[src/rtl/fir_pkg.sv]
package fir_pkg;

  localparam int unsigned SAMPLE_W = 16;
  localparam int unsigned COEF_W   = 24;
  localparam int unsigned PROD_W   = SAMPLE_W + COEF_W;
  localparam int unsigned OUT_W    = 32;
  localparam int unsigned CFG_W    = 6;

  localparam logic [OUT_W-1:0] OUT_MAX = 32'h7FFF_FFFF;
  localparam logic [OUT_W-1:0] OUT_MIN = 32'h8000_0000;

  typedef enum logic [1:0] {
    OP_WRITE_COEF = 2'd0,
    OP_PUSH       = 2'd1,
    OP_CLEAR      = 2'd2
  } op_e;

  typedef enum logic {
    REG_TAP_COUNT = 1'b0,
    REG_OUT_SHIFT = 1'b1
  } reg_e;

  typedef enum logic [1:0] {
    ST_IDLE,
    ST_MUL,
    ST_SUM,
    ST_OUT
  } state_e;

  typedef struct packed {
    logic [1:0]                 operation;
    logic signed [SAMPLE_W-1:0] sample;
    logic [4:0]                 coef_index;
    logic signed [COEF_W-1:0]   coef_value;
  } in_req_t;

  typedef struct packed {
    logic signed [OUT_W-1:0] filtered;
    logic                    saturated;
  } out_rsp_t;

  typedef struct packed {
    logic shift;
    logic clear;
    logic coef_we;
    logic mul;
    logic sum;
  } cell_ctrl_t;

endpackage

[src/rtl/fir_post.sv]
module fir_post
  import fir_pkg::*;
#(
  parameter int unsigned AccW = 45
) (
  input  logic signed [AccW-1:0] acc_i,
  input  logic [4:0]             out_shift_i,
  output out_rsp_t               rsp_o
);

  logic signed [AccW-1:0] shifted;
  logic                   sat_hi;
  logic                   sat_lo;

  assign shifted = acc_i >>> out_shift_i;
  assign sat_hi  = !shifted[AccW-1] && (|shifted[AccW-2:OUT_W-1]);
  assign sat_lo  = shifted[AccW-1] && !(&shifted[AccW-2:OUT_W-1]);

  always_comb begin
    rsp_o.saturated = sat_hi || sat_lo;
    if (sat_hi) begin
      rsp_o.filtered = OUT_MAX;
    end else if (sat_lo) begin
      rsp_o.filtered = OUT_MIN;
    end else begin
      rsp_o.filtered = shifted[OUT_W-1:0];
    end
  end

endmodule

[config.mk]
export PLATFORM = sky130hd
export DESIGN_NAME = fir_post
export DESIGN_NICKNAME = d
export VERILOG_FILES = /design/src/rtl/fir_pkg.sv /design/src/rtl/fir_post.sv
export SDC_FILE = /design/constraint.sdc
export NUM_CORES = 1
export LEC_CHECK = 0
export ABC_AREA = 1
export BUFFER_PORTS_ARGS = -buffer_cell sky130_fd_sc_hd__buf_2
export CORE_ASPECT_RATIO = 0.75
export CORE_MARGIN = 5
export CORE_UTILIZATION = 50
export DETAILED_ROUTE_END_ITERATION = 10
export GPL_TIMING_DRIVEN = 0
export PLACE_DENSITY = 0.83
export SLEW_MARGIN = 20
export SYNTH_ARGS = -nofsm -noshare
export SYNTH_HDL_FRONTEND = slang
export SYNTH_SLANG_ARGS = --single-unit
[constraint.sdc]
create_clock -name vclk -period 1.7
set_clock_uncertainty 0.05 [all_clocks]
set_input_delay 0.17 -clock vclk [all_inputs]
set_output_delay 0.17 -clock vclk [all_outputs]
set_load 0.05 [all_outputs]
==> After elaboration in Yosys (flattened, before gate mapping) <==
Index checks and enable logic that the tools add are counted.
{ "word_totals": {"ff_bits": 0, "input_bits": 50, "out_inout_bits": 33} }
{ "classes": {"n_shift": 1, "mux": 2, "n_reduce_logical": 7} }
{ "ops": {"columns": ["cell", "n"], "rows": [
  ["$mux W32", 2],
  ["$sshr A45 B5 Y45", 1],
  ["$reduce_and A13 Y1", 1],
  ["$reduce_or A13 Y1", 1],
  ["$logic_and A1 B1 Y1", 2],
  ["$logic_not A1 Y1", 2],
  ["$logic_or A1 B1 Y1", 1]
]} }

==> Depth between registers and ports, before layout <==
{ "depth": {"depth_word": 6, "depth_mapped": 19, "mapped_depth_nobuf": 17} }

==> Worst setup path after synthesis <==
Ideal clock, no wire load.
{ "synth_timing": {"path_type": "input to output", "startpoint": "input port out_shift_i[0]", "endpoint": "output port rsp_o[26] (netlist name)", "arrival_ns": 1.827, "setup_slack_ns": -0.347, "cell_stages": 16, "cell_sequence": "buf_6 -> inv_8 -> buf_8 -> nand2_1 -> nand3_1 -> nand3_1 -> nand2_1 -> inv_2 -> o21ai_2 -> nand2_1 -> nor2_1 -> nand2_2 -> nand2_4 -> buf_6 -> nand2_1 -> nand3_1"} }
{ "synth_rtl": {"columns": ["element", "line_no", "source"], "rows": [
  ["start: declaration", "fir_post.sv:7", "input logic [4:0] out_shift_i,"],
  ["end: declaration", "fir_post.sv:8", "output out_rsp_t rsp_o"]
]} }

==> metrics.md <==
| Metric | Value |
|---|---|
| Status | `complete, but fails checks` |
| Failing checks | `setup timing` |
| CP max FO | `10` |
| Drt drc | `0` |
| Clkbuf count | `0` |
| Final Hold Fails | `0` |
| Worst hold slack | `0.769 ns` |
| Nets | `757` |
| Final setup violation count | `32` |
| Share of the synthesized area in the top cell type | `0.353` |
| Die W | `96.5 um` |
| Area grow syn2layout | `71.6%` |
| Min-Delay Path Class | `input port to output pin` |
| Crit path to | `rsp_o[19]` |
| Final setup margin | `-0.863 ns` |
| Syn nets | `638` |
| Slowest CP cell | `mux2i_1` |
| Worst slew pin tran | `0.564 ns` |
| RSZ-0062 raised after global routing | `yes` |
| Pwr dens | `459 nW/um^2` |
| Share of cells above drive strength 1 | `0.414` |
| # IOs | `83` |
| Final Wtd Congestion | `1.03` |
| Area contributors post-synth | `nand2_1 (35%), o21ai_0 (14%), nand3_1 (13%), mux2i_1 (4.6%), nand3_2 (4.3%)` |
| Via-to-Cell Ratio | `6.64` |
| Post-route setup TNS | `-20.14 ns` |
| First-pass GRT wire length | `19,400 um` |
| Yosys warns | `0` |
| Tcrit/Tclk final | `1.51` |
| Register area | `0 sq um` |
| Total number of vias | `5,179` |
| Max Fclk | `390 MHz` |
| Seq cells | `0` |
| Post-synth cell types | `32` |
| Final Util | `0.895` |
| Peak VDD IR | `242 uV` |
| Synthesized cell area | `2810 sq um` |
| DRT antenna net count | `0` |
| Row count | `23` |
| Initial Util | `0.522` |
| Die area | `7230 sq um` |
| PortBufs | `79` |
| Rel. slew slack | `0.624` |
| Commonest cells in the synthesized netlist | `nand2_1 (264), o21ai_0 (76), nand3_1 (73)` |
| Worst path max stage delay | `0.37 ns` |
| Seq/Total Area, Yosys | `0` |
| Die height | `74.9 um` |
| Worst-path cell chain | `buf_12, clkinv_8, buf_12, buf_4, o21ai_0, nand2_1, nand3_1, o21ai_1, mux2i_1, nor2_1, nand2_1, nand3_4, buf_6` |
| Number of global-route vias before repair | `4,237` |
| Gate count of the mapped netlist | `588` |
| Synth area leader | `nand2_1` |
| Starting DRT DRC Count | `1,081` |
| Setup CP Type | `input port to output pin` |
| CP Launch Type | `input port` |
| Avg Inst Size Synth | `4.77 sq um` |
| CORE AREA | `5380 sq um` |
| Leakage | `2.47 nW` |
| Crit. Startpoint | `out_shift_i[0]` |
| Drt pass-1 iters | `9` |
| Wirelength per Cell | `19.9 um` |
| Max cap viols | `0` |
| Cts hold-fix bufs | `0` |
| Largest net degree at the start of global routing | `11` |
| Placed instance count | `742` |
| CP endpoint kind | `output pin` |
| Max Transition Viols Final | `0` |
| Required time of the critical path | `1.48 ns` |
| Worst Path Arrival | `2.34 ns` |
| ANT cells | `0` |
| Final Non-Filler Cells | `780` |
| Initial antenna violation count | `1` |
| Grt ovf | `0` |
| Most frequent cell after synthesis | `nand2_1` |
| Dpl hpwl | `8480 um` |
| DRT Wirelength | `15,500 um` |
| Total GRT Usage | `0.331` |
| Tmin final | `2.56 ns` |
==> cell type report <==
class,instances,area (sq um)
tap,75,93.8
buffer,46,389
inverter,24,111
fill,269,564
multi-input combinational,517,3100
timing repair inverter,1,6.26
timing repair buffer,117,1110
==> placed cells by master (no fill, tap or decap), types with 7 or more instances in the layout <==
master and instances:
mux2i_1 13, buf_2 51, nand3_2 23, nand2_1 201
o21ai_0 37, nor2_2 7, buf_6 15, o21ai_1 38
buf_8 30, nand2_2 41, clkbuf_1 12, nand3_4 21
o21ai_2 8, inv_1 18, nand2_4 28, buf_4 31
nor2_1 25, nand3_1 42
==> what timing repair did <==
action | in CTS | in global routing
setup buffers | 26 | 5
endpoints found under the setup margin | 32 | 32
pin swaps | 5 | 25
cloned | 5 | 3
hold endpoints to repair | 0 | 0
gates resized for setup | 162 | 107
==> worst max-delay path: cells and delay by family <==
kind,cells,cell delay [ns]
simple gates,5,0.67
buf+inv,5,0.64
compound gates,2,0.48
mux,1,0.37
==> through the flow <==
step / power, mW / area (sq um) / setup WS (ns)
5_1_grt: 2.30 / 4820 / -0.912
3_5_place_dp: 1.52 / 3670 / -0.769
2_1_floorplan: 1.18 / 3180 / -0.169
3_3_place_gp: 1.51 / 3670 / -0.747
4_1_cts: 1.88 / 4410 / -0.459
6_report: 2.21 / 4820 / -0.863
==> worst min-delay path by stage <==
stage                         from        end  slack [ns]  cells after the start
finish                   acc_i[44]  rsp_o[32]        0.77                      3
global route             acc_i[44]  rsp_o[32]        0.78                      3
CTS                      acc_i[44]  rsp_o[32]        0.76                      3
detailed placement       acc_i[44]  rsp_o[32]        0.80                      3
global placement         acc_i[44]  rsp_o[32]        0.79                      3
floorplan           out_shift_i[4]  rsp_o[29]        0.64                      3
==> kinds of logic (layout without fill, tap and decap cells) <==
group                  count (synthesis)  in the layout  synth area share
AO/OA/AOI/OAI                        108            108             0.207
multiplexers                          13             13            0.0464
buffers and inverters                 71            188             0.137
AND/OR/NAND/NOR                      396            396             0.609
==> metal layers <==
layer | vias up | track usage | wire length, um
met5 | - | 0 | 0
met4 | 0 | 0.101 | 1420
met3 | 216 | 0.0599 | 2090
met2 | 552 | 0.603 | 6800
met1 | 2245 | 0.398 | 5200
li1 | 2166 | - | -
==> power breakdown <==
group          total (mW)  switching, mW  internal, mW
Sequential              0              0             0
Combinational        2.21           1.38         0.829
Clock                   0              0             0
Total                2.21           1.38         0.829
Power figures use the tool's default switching activity.
