--- config.mk ---
export PLATFORM = sky130hd
export DESIGN_NAME = fir_cell
export DESIGN_NICKNAME = d
export VERILOG_FILES = /design/src/rtl/fir_pkg.sv /design/src/rtl/fir_cell.sv
export SDC_FILE = /design/constraint.sdc
export NUM_CORES = 1
export LEC_CHECK = 0
export ABC_AREA = 0
export BUFFER_PORTS_ARGS = -buffer_cell sky130_fd_sc_hd__buf_2
export CAP_MARGIN = 20
export CORE_UTILIZATION = 30
export DETAILED_ROUTE_END_ITERATION = 12
export PLACE_DENSITY = 0.47
export SYNTH_ARGS = -nofsm -noshare
export SYNTH_HDL_FRONTEND = slang
export SYNTH_SLANG_ARGS = --single-unit
--- constraint.sdc ---
create_clock -name clk_i -period 8.62 [get_ports clk_i]
set_clock_uncertainty 0.2 [all_clocks]
set_input_delay 0.862 -clock clk_i [delete_from_list [all_inputs] [get_ports clk_i]]
set_output_delay 0.862 -clock clk_i [all_outputs]
set_load 0.05 [all_outputs]
--- src/rtl/fir_pkg.sv ---
package fir_pkg;

  localparam int unsigned SAMPLE_W = 16;
  localparam int unsigned COEF_W   = 24;
  localparam int unsigned PROD_W   = SAMPLE_W + COEF_W;
  localparam int unsigned OUT_W    = 32;
  localparam int unsigned CFG_W    = 6;

  localparam logic [OUT_W-1:0] OUT_MAX = 32'h7FFF_FFFF;
  localparam logic [OUT_W-1:0] OUT_MIN = 32'h8000_0000;

  typedef enum logic [1:0] {
    OP_WRITE_COEF = 2'd0,
    OP_PUSH       = 2'd1,
    OP_CLEAR      = 2'd2
  } op_e;

  typedef enum logic {
    REG_TAP_COUNT = 1'b0,
    REG_OUT_SHIFT = 1'b1
  } reg_e;

  typedef enum logic [1:0] {
    ST_IDLE,
    ST_MUL,
    ST_SUM,
    ST_OUT
  } state_e;

  typedef struct packed {
    logic [1:0]                 operation;
    logic signed [SAMPLE_W-1:0] sample;
    logic [4:0]                 coef_index;
    logic signed [COEF_W-1:0]   coef_value;
  } in_req_t;

  typedef struct packed {
    logic signed [OUT_W-1:0] filtered;
    logic                    saturated;
  } out_rsp_t;

  typedef struct packed {
    logic shift;
    logic clear;
    logic coef_we;
    logic mul;
    logic sum;
  } cell_ctrl_t;

endpackage

--- src/rtl/fir_cell.sv ---
module fir_cell
  import fir_pkg::*;
#(
  parameter int unsigned Idx  = 0,
  parameter int unsigned AccW = 45
) (
  input  logic                       clk_i,
  input  logic                       rst_ni,
  input  cell_ctrl_t                 ctrl_i,
  input  logic [CFG_W-1:0]           tap_count_i,
  input  logic [4:0]                 coef_index_i,
  input  logic signed [COEF_W-1:0]   coef_value_i,
  input  logic signed [SAMPLE_W-1:0] hist_i,
  output logic signed [SAMPLE_W-1:0] hist_o,
  input  logic signed [AccW-1:0]     acc_i,
  output logic signed [AccW-1:0]     acc_o
);

  logic signed [SAMPLE_W-1:0] hist_q;
  logic signed [COEF_W-1:0]   coef_q;
  logic signed [PROD_W-1:0]   prod_q, prod_d;
  logic signed [AccW-1:0]     acc_q;
  logic                       active;
  logic                       coef_hit;

  assign active   = (32'(tap_count_i) > Idx);
  assign coef_hit = ctrl_i.coef_we && (32'(coef_index_i) == Idx);
  assign prod_d   = active ? PROD_W'(coef_q * hist_q) : '0;

  always_ff @(posedge clk_i or negedge rst_ni) begin
    if (!rst_ni) begin
      hist_q <= '0;
      coef_q <= '0;
    end else begin
      if (ctrl_i.clear) begin
        hist_q <= '0;
      end else if (ctrl_i.shift) begin
        hist_q <= hist_i;
      end
      if (coef_hit) begin
        coef_q <= coef_value_i;
      end
    end
  end

  always_ff @(posedge clk_i) begin
    if (ctrl_i.mul) begin
      prod_q <= prod_d;
    end
    if (ctrl_i.sum) begin
      acc_q <= acc_i + AccW'(prod_q);
    end
  end

  assign hist_o = hist_q;
  assign acc_o  = acc_q;

endmodule

== After elaboration in Yosys (flattened, before gate mapping) ==
Cells that the tools add are included.
Operators by class
  add/subtract/negate cells: 1
  multipliers: 1
  $lt $le $gt $ge: 1
  multiplexer cells: 2
  reduce and logical (&&, ||, !) cells: 3
Operators with widths (number)
  $add A45 B40 Y45: 1
  $mul A24 B16 Y40: 1
  $mux W16: 2
  $gt A6 B1 Y1 const B: 1
  $logic_not A5 Y1: 1
  $reduce_bool A2 Y1: 1
  $logic_and A1 B1 Y1: 1
Storage, ports and cells
  flip-flop bits (word level): 125
  output and inout bits: 61
  word-level logic and storage cells: 12
  input port bits: 103

== Longest topological paths before layout ==
Gate-level depths: netlist of run 1.
  word-level depth: 2
  depth in mapped cells: 25
  gate-level depth less buffers: 24

== Worst setup path after synthesis of run 1 ==
Ideal clock, no wire load.
  kind: register to register
  from: register hist_q[1] (netlist: hist_o[1])
  to: register prod_q[34] (data pin)
  library setup time: 0.266 ns
  buffers on the path: 2
  clock period less this slack: 6.696 ns
  required time: 8.154 ns
  cell stages (with the launch flop): 24
  arrival: 6.230 ns
  slack: 1.924 ns
  path through: dfrtp_1 -> clkbuf_1 -> nand2_1 -> fa_1 -> inv_1 -> fa_1 -> inv_1 -> fa_1 -> inv_1 -> fa_1 -> fa_1 -> inv_1 -> fa_1 -> inv_1 -> ha_1 -> clkbuf_1 -> and4_4 -> a221oi_2 -> o21ai_2 -> a32o_1 -> a2111oi_4 -> o31ai_1 -> xnor2_1 -> nor2_1
On the way
  cells in the longest elaborated chain, start to end: 1
RTL lines
  start, declared: line fir_cell.sv:19  | logic signed [SAMPLE_W-1:0] hist_q;
  start signal, assigned: line fir_cell.sv:38  | hist_q <= hist_i;
  $mul A24 B16 Y40: line fir_cell.sv:28  | assign prod_d = active ? PROD_W'(coef_q * hist_q) : '0;
  end signal, assigned: line fir_cell.sv:48  | prod_q <= prod_d;
  end, declared: line fir_cell.sv:21  | logic signed [PROD_W-1:0] prod_q, prod_d;
No other way between the ends.
A chain may end at the register's enable or synchronous reset.

== Final worst setup path of run 1 ==
  from: register hist_q[2] (netlist: hist_o[2])
  to: register prod_q[34] (data pin)
Same word-level chain as after synthesis.

==> metrics.yaml, run 1 <==
run_status:
  status: "complete, no violations"
flow_run:
  maxCapViolations: 0
sta:
  hold_viol_final: 0
  period_minus_slack_ns: 7.33
  rsz0062_at_grt: "false"
  hold_ws_ns: 0.342
  fmax_mhz: 136
  tns_ns: 0
  tightest_slew_ns: 1.19
  period_share: 0.851
  maxSlewViolCount: 0
  setup_violations: 0
  worst_slack_ns: 1.29
  slew_headroom: 0.206
clock_network:
  clock-sinks: 125
  ctsResizeCount: 0
  postCtsSetupBuffers: 0
  clk_pin_slew_worst_paths_ns: 0.06
  cts_root_buf: "clkbuf_16"
  clk_path_buf_depth: 2
  cts_tree: "done"
  cts_buffers: 17
  holdBufCountCts: 0
  clock_latency_ns: 0.46
  htree_levels: 4
placement:
  place_area_sq_um: 22200
  place_ws_ns: 1.28
  dp_hpwl_mm: 44.9
  dp.cells: 3099
  portBuffers: 163
  routabilityCongestion: 0.846
finish:
  fin_util: 0.339
  fillers: 6953
  final_cells: 3134
  nNetsFinal: 2867
  drive_above_1_share: 0.112
  syn2layout_area_growth_pct: 11.5
  stdcell_area_sq_um: 22800
detailed_routing:
  vias_per_cell: 4.65
  route.vias.total: 14600
  avgRoutedWirePerCell_um: 17.8
  drt_iter0_markers: 692
  drc: 0
  drtAntennaViolNets: 0
  drt-total-wl_mm: 55.7
  first_pass_iters: 5
setup_path:
  cpPeakStageDelay_ns: 1.13
  ff2ff_setup_slack_ns: 1.29
  crit_path_end_kind: "flop"
  arrival_ns: 7.33
  crit_family: "adder cells"
  cp.required_ns: 8.62
  crit_chain: "nand2_1 > fa_1 > fa_1 > fa_1 > inv_1 > fa_1 > fa_1 > inv_1 > fa_1 > inv_1 > ha_1 > and3_4 > and4_4 > a221oi_2 > o21ai_2 > a32o_1 > a2111oi_4 > o31ai_1 > xnor2_1 > nor2_1"
  crit_path_start_kind: "flop"
  reg2reg_to: "prod_q[34]"
  critPathSlowestCell: "dfrtp_1"
  path_class: "flop to flop"
  path_max_fanout: 26
  reg2reg_depth: 20
  critical_path_buf_inv_count: 3
  crit_top_cell: "fa_1"
  reg2reg_from: "hist_o[2]"
logic_synthesis:
  yosys.area.top_type: "fa_1"
  syn_area_per_cell_sq_um: 9.62
  synth.area.top_cells: "fa_1, edfxtp_1, ha_1"
  netlist.area_leader.share: 0.367
  synth_cells: 2127
  syn_nets: 2747
  synth_ff_type: "edfxtp_1"
  postSynth.asyncResetShare: 0.320
  ys_seq_area_frac: 0.174
  syn_area_sq_um: 20500
  yosys.cell_types.count: 68
  synth_edf_count: 85
  yosys_warnings: 0
  ys_ff_latch: 125
floorplan:
  start_util: 0.304
  core_area_sq_um: 67300
  chipHeight_um: 263
  io_pins: 164
  die-area_sq_um: 69200
  die_w_um: 263
  rows: 95
global_routing:
  grt_pass1_vias: 16000
  antenna_found_initial: 1
  overflow: 0
  grtUsageTotal: 0.167
  grt_max_degree: 46
  grt_pass1_wl_mm: 89.7
power_and_ir_drop:
  p_per_area_nw_per_um2: 258
  total_power_mw: 5.89
  vdd_drop_max_mv: 0.144
  p_leak_nw: 11.1
min_path:
  hp-class: "input port to async pin"
cells by family (layout without fill, tap and decap cells):
logic type               after synthesis  count (layout)  synth area share
XOR/XNOR                              79              79            0.0338
AND/OR/NAND/NOR                      610             610             0.143
flip-flops                           125             125             0.174
adder cells (fa/ha/maj)              517             517             0.454
other                                  0               1                 0
AO/OA/AOI/OAI                        233             233            0.0778
buffers and inverters                521             654            0.0956
multiplexers                          42              42            0.0221
worst max-delay path by stage:
| stage | from | to | depth (start not counted) |
|---|---|---|---|
| 6_report | hist_o[2] | prod_q[34] | 20 |
| 5_1_grt | hist_o[1] | prod_q[39] | 22 |
| 3_3_place_gp | hist_o[7] | prod_q[34] | 20 |
| 4_1_cts | hist_o[1] | prod_q[38] | 20 |
| 2_1_floorplan | hist_o[1] | prod_q[34] | 23 |
| 3_5_place_dp | hist_o[1] | prod_q[38] | 20 |
placed cells by master, fill, tap and decap left out, types with 13 or more instances in the layout:
master / n
nor2_1: 99
mux2i_1: 17
clkbuf_16: 17
dfrtp_1: 40
a21oi_1: 75
xnor2_1: 56
a21o_1: 39
ha_1: 142
fa_1: 375
and3_1: 14
nor3_1: 18
inv_1: 447
buf_2: 163
edfxtp_1: 85
mux2_2: 25
nand2_1: 255
o21a_1: 13
and2_1: 162
xor2_1: 23
o21ai_0: 33
power by group:
group	internal (mW)	switching, mW
registers	0.999	0.249
logic	1.52	2.38
clock network	0.430	0.318
total	2.94	2.95
synthesized netlist by cell type, types with 25 or more instances:
cell type	n
nor2_1	99
clkbuf_1	71
o21ai_0	33
a21oi_1	75
and2_1	162
ha_1	142
nand2_1	255
inv_1	447
dfrtp_1	40
mux2_2	25
a21o_1	39
xnor2_1	56
edfxtp_1	85
fa_1	375
worst reg2reg max path: cells and delay by family, from the launching register on:
kind | cells | cell delay [ns]
buf+inv | 3 | 0.17
flops | 1 | 1.13
simple gates | 4 | 0.66
xor+xnor | 1 | 0.16
compound gates | 5 | 1.30
fa+ha+maj | 7 | 3.46
cell type report:
type	count	area, sq um	share of cell area
Multi-Input combinational cell	1481	14900	0.655
Inverter	447	1680	0.0736
Sequential cell	125	3550	0.156
Clock buffer	18	429	0.0188
Timing Repair Buffer	175	948	0.0416
Clock inverter	14	160	0.00702
Antenna cell	1	2.50	0.000110
Tap cell	873	1090	0.0479
routing by layer:
layer	GRT usage	routed length [um]	share of wire	vias to the layer above
li1	-	-	-	6827
met1	0.240	27500	0.49	7272
met2	0.260	24400	0.44	401
met3	0.0261	2970	0.053	60
met4	0.0479	907	0.016	0
met5	0	0	0	-
state kept, by name, summed over array words and instances, names as in the netlist:
| register | count |
|---|---|
| coef_q | 24 |
| hist_o | 16 |
| prod_q | 40 |
| acc_o | 45 |
No activity file was read; power rests on OpenSTA's default activity.
==> inputs of run 2 (changes only) <==
Settings changed: CORE_MARGIN set to 2, SETUP_SLACK_MARGIN set to 0.3.
==> run 2 against run 1 <==
  * Wire length grew 1.2%
  * Via count increased by 1.1%
  * Power is 0.80% higher
  * Setup slack better by 0.065 ns
==> metrics.yaml, run 2 (synthesis results as in run 1) <==
run_status:
  status: "complete, no violations"
setup_path:
  path_max_fanout: 26
  crit_family: "adder cells"
  reg2reg_depth: 20
  critical_path_buf_inv_count: 3
  arrival_ns: 7.35
  cp.depth: 20
  crit_path_end_kind: "flop"
  crit_top_cell: "fa_1"
  crit_chain: "nand2_1 > fa_1 > inv_1 > fa_1 > fa_1 > fa_1 > fa_1 > inv_1 > fa_1 > inv_1 > ha_1 > and3_4 > and4_4 > a221oi_2 > o21ai_2 > a32o_1 > a2111oi_4 > nor4_1 > o21a_1 > nor3_1"
  cp.required_ns: 8.70
  path_class: "flop to flop"
  crit_path_start_kind: "flop"
  cpPeakStageDelay_ns: 1.09
  critPathSlowestCell: "dfrtp_1"
sta:
  maxSlewViolCount: 0
  setup_violations: 0
  tns_ns: 0
  fmax_mhz: 138
  period_share: 0.843
  tightest_slew_ns: 1.14
  hold_ws_ns: 0.357
  slew_headroom: 0.242
  period_minus_slack_ns: 7.27
  hold_viol_final: 0
  rsz0062_at_grt: "false"
detailed_routing:
  avgRoutedWirePerCell_um: 18.0
  route.vias.total: 14700
  drt_iter0_markers: 700
  drt-total-wl_mm: 56.4
  drc: 0
  drtAntennaViolNets: 0
  first_pass_iters: 5
  vias_per_cell: 4.69
global_routing:
  gr-usage-met3: 0.0243
  overflow: 0
  grtUsageMet1: 0.240
  grt_pass1_wl_mm: 91.2
  top_usage_layer: "met2"
  grtUsageTotal: 0.168
  grt_max_degree: 46
  antenna_found_initial: 5
  grt_pass1_vias: 16100
  use_met2: 0.265
finish:
  drive_above_1_share: 0.114
  largest_reg_flops: 45
  seqCellArea_sq_um: 3550
  fillers: 6895
  nNetsFinal: 2870
  final_common_cell: "inv_1"
  layout_common_cells: "inv_1, fa_1, nand2_1"
  syn2layout_area_growth_pct: 11.8
  multi_input_area_sq_um: 14900
floorplan:
  chipHeight_um: 265
  start_util: 0.304
  die-area_sq_um: 70300
  io_pins: 164
  die_w_um: 265
  rows: 95
  core_area_sq_um: 67400
clock_network:
  ctsResizeCount: 0
  cts_root_buf: "clkbuf_16"
  cts_buffers: 17
  clock_latency_ns: 0.46
  postCtsSetupBuffers: 0
  clk_path_buf_depth: 2
  htree_levels: 4
  cts_tree: "done"
  clock-sinks: 125
  clk_pin_slew_worst_paths_ns: 0.06
  holdBufCountCts: 0
placement:
  routabilityCongestion: 0.849
  dp_hpwl_mm: 44.9
  portBuffers: 163
flow_run:
  maxCapViolations: 0
power_and_ir_drop:
  p_leak_nw: 11.1
  p_per_area_nw_per_um2: 260
  vdd_drop_max_mv: 0.140
min_path:
  hp-class: "input port to async pin"
run 2: cell types whose count changed in the layout (fill, tap and decap cells not counted), sizes merged:
cell	delta
buf	+3
diode	+3
clkinvlp	-2
bufinv	+1
clkinv	+1
run 2: final timing paths:
path,slack [ns],from,end
worst max-delay path,1.35,hist_o[9],prod_q[36]
worst min-delay path,0.36,rst_ni,coef_q[23]
worst max register to register,1.35,hist_o[9],prod_q[36]
worst min register to register,0.38,prod_q[0],acc_o[0]
max in group asynchronous,7.26,rst_ni,hist_o[0]
min in group clk_i,0.38,prod_q[0],acc_o[0]
run 2: cell type report:
type / instances / share of cell area
multi-input combinational: 1481 / 0.654
sequential: 125 / 0.155
clock inverter: 14 / 0.00804
antenna: 4 / 0.000438
timing repair buffer: 178 / 0.0427
inverter: 447 / 0.0734
clock buffer: 18 / 0.0188
tap: 873 / 0.0478
run 2: report_power, final:
part           leakage, nW  switching [mW]  internal (mW)
clock network        0.293           0.312          0.460
logic                 9.50            2.40           1.52
registers             1.36           0.244          0.999
total                 11.1            2.96           2.98
run 2: worst reg2reg max path: stages, from the launching register on:
cell	delay (ns)
dfrtp_1	1.09
nand2_1	0.16
fa_1	0.53
inv_1	0.05
fa_1	0.48
fa_1	0.58
fa_1	0.44
fa_1	0.50
inv_1	0.06
fa_1	0.51
inv_1	0.05
ha_1	0.34
and3_4	0.22
and4_4	0.19
a221oi_2	0.25
o21ai_2	0.15
a32o_1	0.28
a2111oi_4	0.50
nor4_1	0.15
o21a_1	0.19
nor3_1	0.17
run 2: routing by layer:
metal	part of all wire	up-vias
li1	-	6836
met1	0.49	7470
met2	0.45	351
met3	0.047	55
met4	0.017	2
met5	0.00012	-
run 2: stage by stage:
| stage | util | cell area (sq um) | setup WS, ns | cells | power (mW) |
|---|---|---|---|---|---|
| CTS | 0.338 | 22800 | 1.25 | 3133 | 6.00 |
| floorplan | - | 20500 | 1.92 | 2127 | 4.11 |
| global route | 0.339 | 22900 | 0.918 | 3140 | 6.55 |
| finish | 0.339 | 22900 | 1.35 | 3140 | 5.94 |
| global placement | 0.329 | 22200 | 1.48 | 3101 | 5.13 |
| detailed placement | 0.329 | 22200 | 1.28 | 3101 | 5.19 |
